<file path="config.mk">
export PLATFORM = sky130hd
export DESIGN_NAME = door_lock_relock_controller_core
export DESIGN_NICKNAME = d
export VERILOG_FILES = /design/src/dllrc_pkg.sv /design/src/dllrc_step.sv /design/src/dllrc_out_fifo.sv /design/src/door_lock_relock_controller_core.sv
export SDC_FILE = /design/constraint.sdc
export NUM_CORES = 1
export LEC_CHECK = 0
export BUFFER_PORTS_ARGS = -buffer_cell sky130_fd_sc_hd__buf_2
export CORE_MARGIN = 2
export CORE_UTILIZATION = 60
export DETAILED_ROUTE_END_ITERATION = 10
export PLACE_DENSITY = 0.79
export SYNTH_ARGS = -nofsm -noshare
export SYNTH_HDL_FRONTEND = slang
export SYNTH_HIERARCHICAL = 1
export SYNTH_SLANG_ARGS = --single-unit
export TNS_END_PERCENT = 50
</file>
<file path="constraint.sdc">
create_clock -name clock -period 6 [get_ports clock]
set_clock_uncertainty 0.1 [all_clocks]
set_input_delay 0.6 -clock clock [delete_from_list [all_inputs] [get_ports clock]]
set_output_delay 0.6 -clock clock [all_outputs]
set_load 0.05 [all_outputs]
</file>
<file path="src/dllrc_pkg.sv">
// ---------------------------------------------------------------------------
// dllrc_pkg
// Shared types and constants of the door lock relock controller.
// ---------------------------------------------------------------------------
`default_nettype none

package dllrc_pkg;

   localparam int TimeoutWidth = 24;
   localparam int DelayWidth   = 16;

   localparam logic [TimeoutWidth-1:0] TimeoutReset = 24'd60000;
   localparam logic [DelayWidth-1:0]   DelayReset   = 16'd1500;
   localparam logic [TimeoutWidth-1:0] CounterMax   = 24'hFFFFFF;

   // Register indexes of the configuration port
   localparam logic CSR_TIMEOUT = 1'b0;
   localparam logic CSR_DELAY   = 1'b1;

   typedef enum logic [1:0] {
      OP_TICK         = 2'd0,
      OP_UNLOCK       = 2'd1,
      OP_LOCK         = 2'd2,
      OP_LOCAL_UNLOCK = 2'd3
   } op_type;

   typedef enum logic [2:0] {
      EV_LOCKED      = 3'd0,
      EV_UNLOCKED    = 3'd1,
      EV_ALREADY     = 3'd2,
      EV_TIMEOUT     = 3'd3,
      EV_DOOR_OPEN   = 3'd4,
      EV_DOOR_SHUT   = 3'd5
   } event_type;

   typedef struct packed {
      logic      relay_released;
      event_type event_code;
      logic      last_event;
   } rsp_item_type;

   // Events produced by one transaction, first event in r0
   typedef struct packed {
      logic [1:0]   count;
      rsp_item_type r0;
      rsp_item_type r1;
   } step_out_type;

endpackage

`default_nettype wire

</file>
<file path="src/dllrc_step.sv">
// ---------------------------------------------------------------------------
// dllrc_step
// Lock phase machine: computes the events of one transaction and updates
// the phase, door history and phase counter when the transaction retires.
// ---------------------------------------------------------------------------
`default_nettype none

module dllrc_step (
   input  wire                                 clock,
   input  wire                                 reset,
   input  wire                                 fire,
   input  wire  dllrc_pkg::op_type             operation,
   input  wire                                 door_shut,
   input  wire  [dllrc_pkg::TimeoutWidth-1:0]  open_limit,
   input  wire  [dllrc_pkg::DelayWidth-1:0]    relock_delay,
   output dllrc_pkg::step_out_type             step_out
);
   import dllrc_pkg::*;

   typedef enum logic [1:0] {
      PH_LOCKED      = 2'd0,
      PH_WAIT_OPEN   = 2'd1,
      PH_OPENED      = 2'd2,
      PH_RELOCK_WAIT = 2'd3
   } phase_type;

   phase_type                phase_ff, phase_in;
   logic                     door_was_closed_ff, door_was_closed_in;
   logic [TimeoutWidth-1:0]  counter_ff, counter_in;
   logic [TimeoutWidth-1:0]  counter_sat;
   logic                     edge_seen;
   logic                     cur_released;

   assign counter_sat  = (counter_ff == CounterMax) ? counter_ff
                                                    : counter_ff + 1'b1;
   assign edge_seen    = (door_shut != door_was_closed_ff);
   assign cur_released = (phase_ff != PH_LOCKED);

   always_comb begin
      phase_in           = phase_ff;
      door_was_closed_in = door_was_closed_ff;
      counter_in         = counter_ff;
      step_out           = '0;
      step_out.r0.event_code = EV_LOCKED;
      step_out.r1.event_code = EV_LOCKED;

      case (operation)
         OP_UNLOCK: begin
            step_out.count = 2'd1;
            step_out.r0.relay_released = 1'b1;
            if (phase_ff == PH_LOCKED) begin
               phase_in   = PH_WAIT_OPEN;
               counter_in = '0;
               step_out.r0.event_code = EV_UNLOCKED;
            end else begin
               step_out.r0.event_code = EV_ALREADY;
            end
         end
         OP_LOCK: begin
            phase_in       = PH_LOCKED;
            counter_in     = '0;
            step_out.count = 2'd1;
         end
         OP_LOCAL_UNLOCK: begin
            if (phase_ff == PH_LOCKED) begin
               phase_in       = PH_WAIT_OPEN;
               counter_in     = '0;
               step_out.count = 2'd1;
               step_out.r0.event_code     = EV_UNLOCKED;
               step_out.r0.relay_released = 1'b1;
            end
         end
         OP_TICK: begin
            if (phase_ff == PH_RELOCK_WAIT) begin
               // Edge reporting pauses until the re-check
               if (counter_ff >= {{(TimeoutWidth-DelayWidth){1'b0}}, relock_delay}) begin
                  counter_in = '0;
                  if (door_shut) begin
                     phase_in       = PH_LOCKED;
                     step_out.count = 2'd1;
                  end else begin
                     phase_in = PH_OPENED;
                  end
               end else begin
                  counter_in = counter_sat;
               end
            end else begin
               if (edge_seen) begin
                  door_was_closed_in = door_shut;
                  step_out.count     = 2'd1;
                  step_out.r0.event_code =
                     door_shut ? EV_DOOR_SHUT : EV_DOOR_OPEN;
                  step_out.r0.relay_released = cur_released;
               end
               if (phase_ff == PH_WAIT_OPEN) begin
                  if (!door_shut) begin
                     phase_in   = PH_OPENED;
                     counter_in = '0;
                  end else if (counter_sat >= open_limit) begin
                     // Timeout relocks, reported after the door edge event when an edge is seen too
                     phase_in   = PH_LOCKED;
                     counter_in = '0;
                     if (edge_seen) begin
                        step_out.count = 2'd2;
                        step_out.r1.event_code = EV_TIMEOUT;
                     end else begin
                        step_out.count = 2'd1;
                        step_out.r0.event_code = EV_TIMEOUT;
                     end
                  end else begin
                     counter_in = counter_sat;
                  end
               end else if (phase_ff == PH_OPENED) begin
                  if (door_shut) begin
                     phase_in   = PH_RELOCK_WAIT;
                     counter_in = '0;
                  end
               end
            end
         end
         default: begin
            phase_in = phase_ff;
         end
      endcase

      step_out.r0.last_event = (step_out.count == 2'd1);
      step_out.r1.last_event = (step_out.count == 2'd2);
   end

   always_ff @(posedge clock) begin
      if (reset) begin
         phase_ff           <= PH_LOCKED;
         door_was_closed_ff <= 1'b1;
         counter_ff         <= '0;
      end else if (fire) begin
         phase_ff           <= phase_in;
         door_was_closed_ff <= door_was_closed_in;
         counter_ff         <= counter_in;
      end
   end

endmodule

`default_nettype wire

</file>
<file path="src/dllrc_out_fifo.sv">
// ---------------------------------------------------------------------------
// dllrc_out_fifo
// Result queue: takes up to two events per cycle, hands out one per cycle while pop is high.
// ---------------------------------------------------------------------------
`default_nettype none

module dllrc_out_fifo #(
   parameter int DEPTH = 4
) (
   input  wire                            clock,
   input  wire                            reset,
   input  wire dllrc_pkg::step_out_type   push,
   input  wire                            pop,
   output dllrc_pkg::rsp_item_type        head,
   output logic                           head_valid,
   output logic                           room_for_two
);
   import dllrc_pkg::*;

   localparam int PtrWidth   = (DEPTH > 1) ? $clog2(DEPTH) : 1;
   localparam int CountWidth = $clog2(DEPTH + 1);
   localparam logic [PtrWidth-1:0]   LastPtr  = PtrWidth'(DEPTH - 1);
   localparam logic [CountWidth-1:0] TwoLess  = CountWidth'(DEPTH - 2);

   rsp_item_type            entry_ff [DEPTH];
   logic [PtrWidth-1:0]     wr_ptr_ff, wr_ptr_in, wr_next;
   logic [PtrWidth-1:0]     rd_ptr_ff, rd_ptr_in;
   logic [CountWidth-1:0]   count_ff, count_in;

   function automatic logic [PtrWidth-1:0] ptr_inc(input logic [PtrWidth-1:0] p);
      ptr_inc = (p == LastPtr) ? '0 : p + 1'b1;
   endfunction

   assign wr_next      = ptr_inc(wr_ptr_ff);
   assign head         = entry_ff[rd_ptr_ff];
   assign head_valid   = (count_ff != '0);
   assign room_for_two = (count_ff <= TwoLess);

   always_comb begin
      rd_ptr_in = pop ? ptr_inc(rd_ptr_ff) : rd_ptr_ff;
      case (push.count)
         2'd1:    wr_ptr_in = wr_next;
         2'd2:    wr_ptr_in = ptr_inc(wr_next);
         default: wr_ptr_in = wr_ptr_ff;
      endcase
      count_in = count_ff + CountWidth'(push.count) - CountWidth'(pop);
   end

   always_ff @(posedge clock) begin
      if (reset) begin
         wr_ptr_ff <= '0;
         rd_ptr_ff <= '0;
         count_ff  <= '0;
      end else begin
         wr_ptr_ff <= wr_ptr_in;
         rd_ptr_ff <= rd_ptr_in;
         count_ff  <= count_in;
      end
   end

   always_ff @(posedge clock) begin
      if (push.count != 2'd0) begin
         entry_ff[wr_ptr_ff] <= push.r0;
      end
      if (push.count == 2'd2) begin
         entry_ff[wr_next] <= push.r1;
      end
   end

   a_count_bound: assert property (@(posedge clock) disable iff (reset)
      count_ff <= CountWidth'(DEPTH))
      else $error("result queue count beyond depth");

   a_no_overflow: assert property (@(posedge clock) disable iff (reset)
      (push.count != 2'd0) |-> room_for_two)
      else $error("events pushed without room for two");

   a_push_visible: assert property (@(posedge clock) disable iff (reset)
      (push.count != 2'd0) |=> head_valid)
      else $error("pushed event not visible at queue head");

   a_locked_relay: assert property (@(posedge clock) disable iff (reset)
      (head_valid && (head.event_code == EV_LOCKED || head.event_code == EV_TIMEOUT))
      |-> !head.relay_released)
      else $error("relay released on a lock event");

endmodule

`default_nettype wire

</file>
<file path="src/door_lock_relock_controller_core.sv">
// ---------------------------------------------------------------------------
// door_lock_relock_controller_core
// Lock relay controller with door sensing, unlock timeout and relock delay.
// ---------------------------------------------------------------------------
// Each transaction waits in the input register, where the phase
// machine computes its events, which land in a result queue of OUT_DEPTH
// entries. A new transaction is taken every cycle as long as the queue has
// room for two events; the result port hands out one event per cycle while
// rsp_tready is high, so a transaction that causes two events (door edge
// plus unlock timeout) gives two results. Events reach rsp_ through the
// input register and the queue. Configuration writes are taken at any time,
// csr_ready is always high, and take effect on the next processed transaction.
`default_nettype none

module door_lock_relock_controller_core #(
   parameter int OUT_DEPTH = 4
) (
   input  wire         clock,
   input  wire         reset,
   // input channel
   input  wire         req_tvalid,
   output logic        req_tready,
   input  wire  [7:0]  req_tdata,   // [0] door_shut, [7:1] zero
   input  wire  [1:0]  req_tuser,   // [1:0] operation
   // result channel
   output logic        rsp_tvalid,
   input  wire         rsp_tready,
   output logic [7:0]  rsp_tdata,   // [2:0] event_code, [3] relay_released, [7:4] zero
   output logic        rsp_tlast,   // last_event
   // configuration port
   input  wire         csr_valid,
   output logic        csr_ready,
   input  wire         csr_index,
   input  wire  [23:0] csr_wdata
);
   import dllrc_pkg::*;

   logic                     in_valid_ff;
   op_type                   op_ff;
   logic                     door_ff;
   logic [TimeoutWidth-1:0]  timeout_ff;
   logic [DelayWidth-1:0]    delay_ff;
   logic                     fire;
   logic                     room_for_two;
   logic                     head_valid;
   logic                     rsp_pop;
   step_out_type             step_out;
   step_out_type             push;
   rsp_item_type             head;

   assign fire       = in_valid_ff && room_for_two;
   assign req_tready = !in_valid_ff || room_for_two;
   assign csr_ready  = 1'b1;

   always_ff @(posedge clock) begin
      if (reset) begin
         in_valid_ff <= 1'b0;
      end else if (req_tready) begin
         in_valid_ff <= req_tvalid;
      end
   end

   always_ff @(posedge clock) begin
      if (req_tvalid && req_tready) begin
         op_ff   <= op_type'(req_tuser);
         door_ff <= req_tdata[0];
      end
   end

   always_ff @(posedge clock) begin
      if (reset) begin
         timeout_ff <= TimeoutReset;
         delay_ff   <= DelayReset;
      end else if (csr_valid && csr_ready) begin
         case (csr_index)
            CSR_TIMEOUT: timeout_ff <= csr_wdata;
            CSR_DELAY:   delay_ff   <= csr_wdata[DelayWidth-1:0];
            default:     delay_ff   <= delay_ff;
         endcase
      end
   end

   dllrc_step u_step (
      .clock          (clock),
      .reset          (reset),
      .fire           (fire),
      .operation      (op_ff),
      .door_shut      (door_ff),
      .open_limit     (timeout_ff),
      .relock_delay   (delay_ff),
      .step_out       (step_out)
   );

   // Drop the events when the transaction does not retire this cycle
   always_comb begin
      push = step_out;
      if (!fire) begin
         push.count = 2'd0;
      end
   end

   assign rsp_pop = head_valid && rsp_tready;

   dllrc_out_fifo #(
      .DEPTH (OUT_DEPTH)
   ) u_out_fifo (
      .clock        (clock),
      .reset        (reset),
      .push         (push),
      .pop          (rsp_pop),
      .head         (head),
      .head_valid   (head_valid),
      .room_for_two (room_for_two)
   );

   assign rsp_tvalid = head_valid;
   assign rsp_tdata  = {4'b0000, head.relay_released, head.event_code};
   assign rsp_tlast  = head.last_event;

endmodule

`default_nettype wire
</file>
==> impl_results.md <==
- Fin util: 64.47%
- Initial Utilization: 60.78%
- Data arrival, critical path: 5760 ps
- Critical path class: flop to flop
- H-tree Lvls: 3
- Die footprint: 11740 µm²
- Largest family of logic cells by synthesized area: simple AND/OR/NAND/NOR gates
- Worst path top cell family by delay: simple AND/OR/NAND/NOR gates
- Seq pwr share: 48.7%
- Top post-synthesis cells by count: dfxtp_1, ha_1, inv_1
- Avg Cell Area, Syn: 9.371 µm²
- Area leader, netlist: dfxtp_1
- Area after DPL: 6663 µm²
- Syn. warnings: 6
- Mean number of vias per cell: 5.905
- CTS buffer count: 9
- Final cycle utilization of the critical path: 93.82%
- Port Buffers: 39
- Sw frac: 32.03%
- Wirelength per Cell: 16.03 µm
- Maxcap violations: 0
- Xor/xnor share of the synthesized area: 3.889%
- Post-synthesis mux area share: 7.797%
- Die Ht: 108.3 µm
- Routed Antenna Nets: 0
- Slew Viols, Final: 0
- Int Pwr: 0.001071 W
- Root Driver: clkbuf_8
- Vias in the first global route: 5027
- Peak VDD IR: 0.0001741 V
- Routability Congestion: 0.8970
- TritonRoute pass-1 iters: 6
- PwrDens: 227.5 nW/µm²
- Compound-Gate Fraction of Synth Area: 13.52%
- Crit-path slowest cell: nor3_1
- Worst setup startpoint: u_step/counter_ff[0]
- Post-synth EDFFs: 23
- Total net switching power: 0.0005047 W
- Final HPWL from detailed placement: 10170 µm
- Buf/Inv on CP: 1
- Hold path startpoint: req_tuser[1]
- Count of hold-fix buffers inserted at cts: 0
- Die extent in x: 108.3 µm
- Final WL: 13850 µm
- Post-synthesis register bit count: 100
- CTS tree: done
- Final Net Count: 822
- Synth Area in Simple Gates: 20.46%
- Critical Path End Type: flop
- Iteration-0 DRC count of the detailed router: 307
- Sink Count: 100
- Crit path required time: 6130 ps
- Crit-path max FO: 8
- Netlist Area Pre-Place: 6531 µm²
- Slew headroom: 33.88%
- Final Hold Viols: 0
- Max stage delay on crit path: 410 ps
- Multi-input gate area: 3856 µm²
- Deepest clock path buffer count: 2
- Fillers: 915
- Post-Syn Instances: 697
- Gate power share: 24.1%
- Grt total ovfl: 0
- Fin area: 6928 µm²
- Leakage power total: 2.989 nW
- Worst path cell trace: ha_1 > and4_4 > a21oi_4 > nor3b_4 > and4_1 > xor2_1 > ha_1 > nand4_1 > nor3_1 > nor3_1 > o211ai_4 > inv_1 > nand2_1 > ha_1 > nor2_1 > o21ai_0 > a32o_1 > or2_2 > and3_1 > ha_1 > fa_1 > xor2_1 > xnor2_1 > nor2_1
- Synth top area cells: dfxtp_1, ha_1, edfxtp_1
- Share of the synthesized area in the top cell type: 23.60%
- Min-Delay Path Class: input port to flop
- Register area share after synthesis: 34.18%
- Most instantiated library cell after synthesis: dfxtp_1
- Post-synthesis adder-cell area fraction: 12.18%
- Residual DRC: 0
- Asr flop ratio synth: 0%
- Yosys cell types: 73
- Clock power frac: 27.1%
- Status: finished clean
- First-pass GRT wire length: 23180 µm
- Final setup fails: 0
- Startpoint types: flop
- Largest net degree at the start of global routing: 81
- Tmin final: 5629 ps
- Row count: 38
- Reg2reg start: u_step/counter_ff[0]
- Dominant synthesized flop cell: dfxtp_1
- Maximum clock frequency: 0.1776 GHz
- Core ar.: 10750 µm²
- FF/Latch Area: 2232 µm²
- Layout area overhead: 6.073%
- Clock Latency Late Sink: 370 ps
- Tightest Pin Transition: 991.9 ps
- Clock slew at reported path FFs: 90 ps
- Vias: 5102
- Most used cell, CP: ha_1
- Power Total: 0.001576 W
- Layout cells sized above 1: 15.88%
- ANT cells: 0
- Initial antenna violation count: 0
- Global-route usage over all layers: 24.81%
- Total I/O pin count: 52
power groups by stage:
stage / registers, W / clock network, W / logic (W)
detailed placement: 0.000783 / 0 / 0.000370
floorplan: 0.000767 / 0 / 0.000305
global route: 0.000773 / 0.000468 / 0.000418
finish: 0.000768 / 0.000428 / 0.000381
CTS: 0.000768 / 0.000434 / 0.000375
global placement: 0.000779 / 0 / 0.000352
layout make-up:
type,instances,share of cell area (%)
multi-input cells,501,55.66
clock inverters,6,0.9211
inverters,62,3.359
repair buffers,45,3.468
clock buffers,10,1.842
flip-flops and latches,100,32.22
well taps,140,2.528
path summary, 6_finish.rpt:
kind                                  to  depth (start not counted)  slack (ps)
setup / recovery  u_out_fifo/count_ff[2]                         24         370
hold / removal                  op_ff[1]                          1         310
setup reg to reg  u_out_fifo/count_ff[2]                         24         370
hold reg to reg              delay_ff[4]                          1         370
logic make-up (layout without fill, tap and decap cells):
group	after synthesis	in the layout
DFF	100	100
muxes	42	42
xor gates and xnor gates	29	29
adders and majority gates	63	63
AOI/OAI and AO/OA	133	133
and+or+nand+nor	227	227
buffers and inverters	100	123
other	3	7
repair_timing:
action,CTS,global route
gates resized for setup,0,16
endpoints found under the hold margin,0,0
endpoints found under the setup margin,0,44
buffers inserted,0,3
flip-flops by register name (all words and copies together), names as in the netlist, named ones only:
register and flops:
u_step/door_was_closed_ff 1, u_step/counter_ff 24, door_ff 1, u_out_fifo/entry_ff 20, op_ff 2, in_valid_ff 1
u_out_fifo/wr_ptr_ff 2, u_out_fifo/rd_ptr_ff 2, delay_ff 16, timeout_ff 24, u_out_fifo/count_ff 3, u_step/phase_ff 2
metal layers:
metal	vias up	track usage [%]	part of all wire [%]
met1	2466	33.22	45
met3	13	4.340	4.2
met2	131	40.88	49
li1	2492	-	-
met4	0	7.875	1.1
met5	-	0	0
cell usage in the layout (no fill, tap or decap), types with 16 or more instances in the layout:
| cell type | n |
|---|---|
| a21oi_1 | 40 |
| and3_1 | 17 |
| buf_2 | 39 |
| dfxtp_1 | 77 |
| edfxtp_1 | 23 |
| ha_1 | 61 |
| inv_1 | 62 |
| mux2_2 | 21 |
| mux2i_1 | 16 |
| nand2_1 | 35 |
| nand2b_1 | 32 |
| nand3_1 | 21 |
| nor2_1 | 43 |
| o21ai_0 | 17 |
| xor2_1 | 18 |
through the flow:
stage	hold WS (ps)	TNS (ps)	cells	setup slack [ps]
after floorplan	335.4	0	701	847.9
after detailed placement	350.7	0	845	89.91
after global routing	296.0	-363.0	864	-53.47
after global placement	349.1	0	845	263.6
final	312.9	0	864	370.9
after CTS	300.9	0	861	57.86
Note: power is estimated with default switching activity, not from simulation.
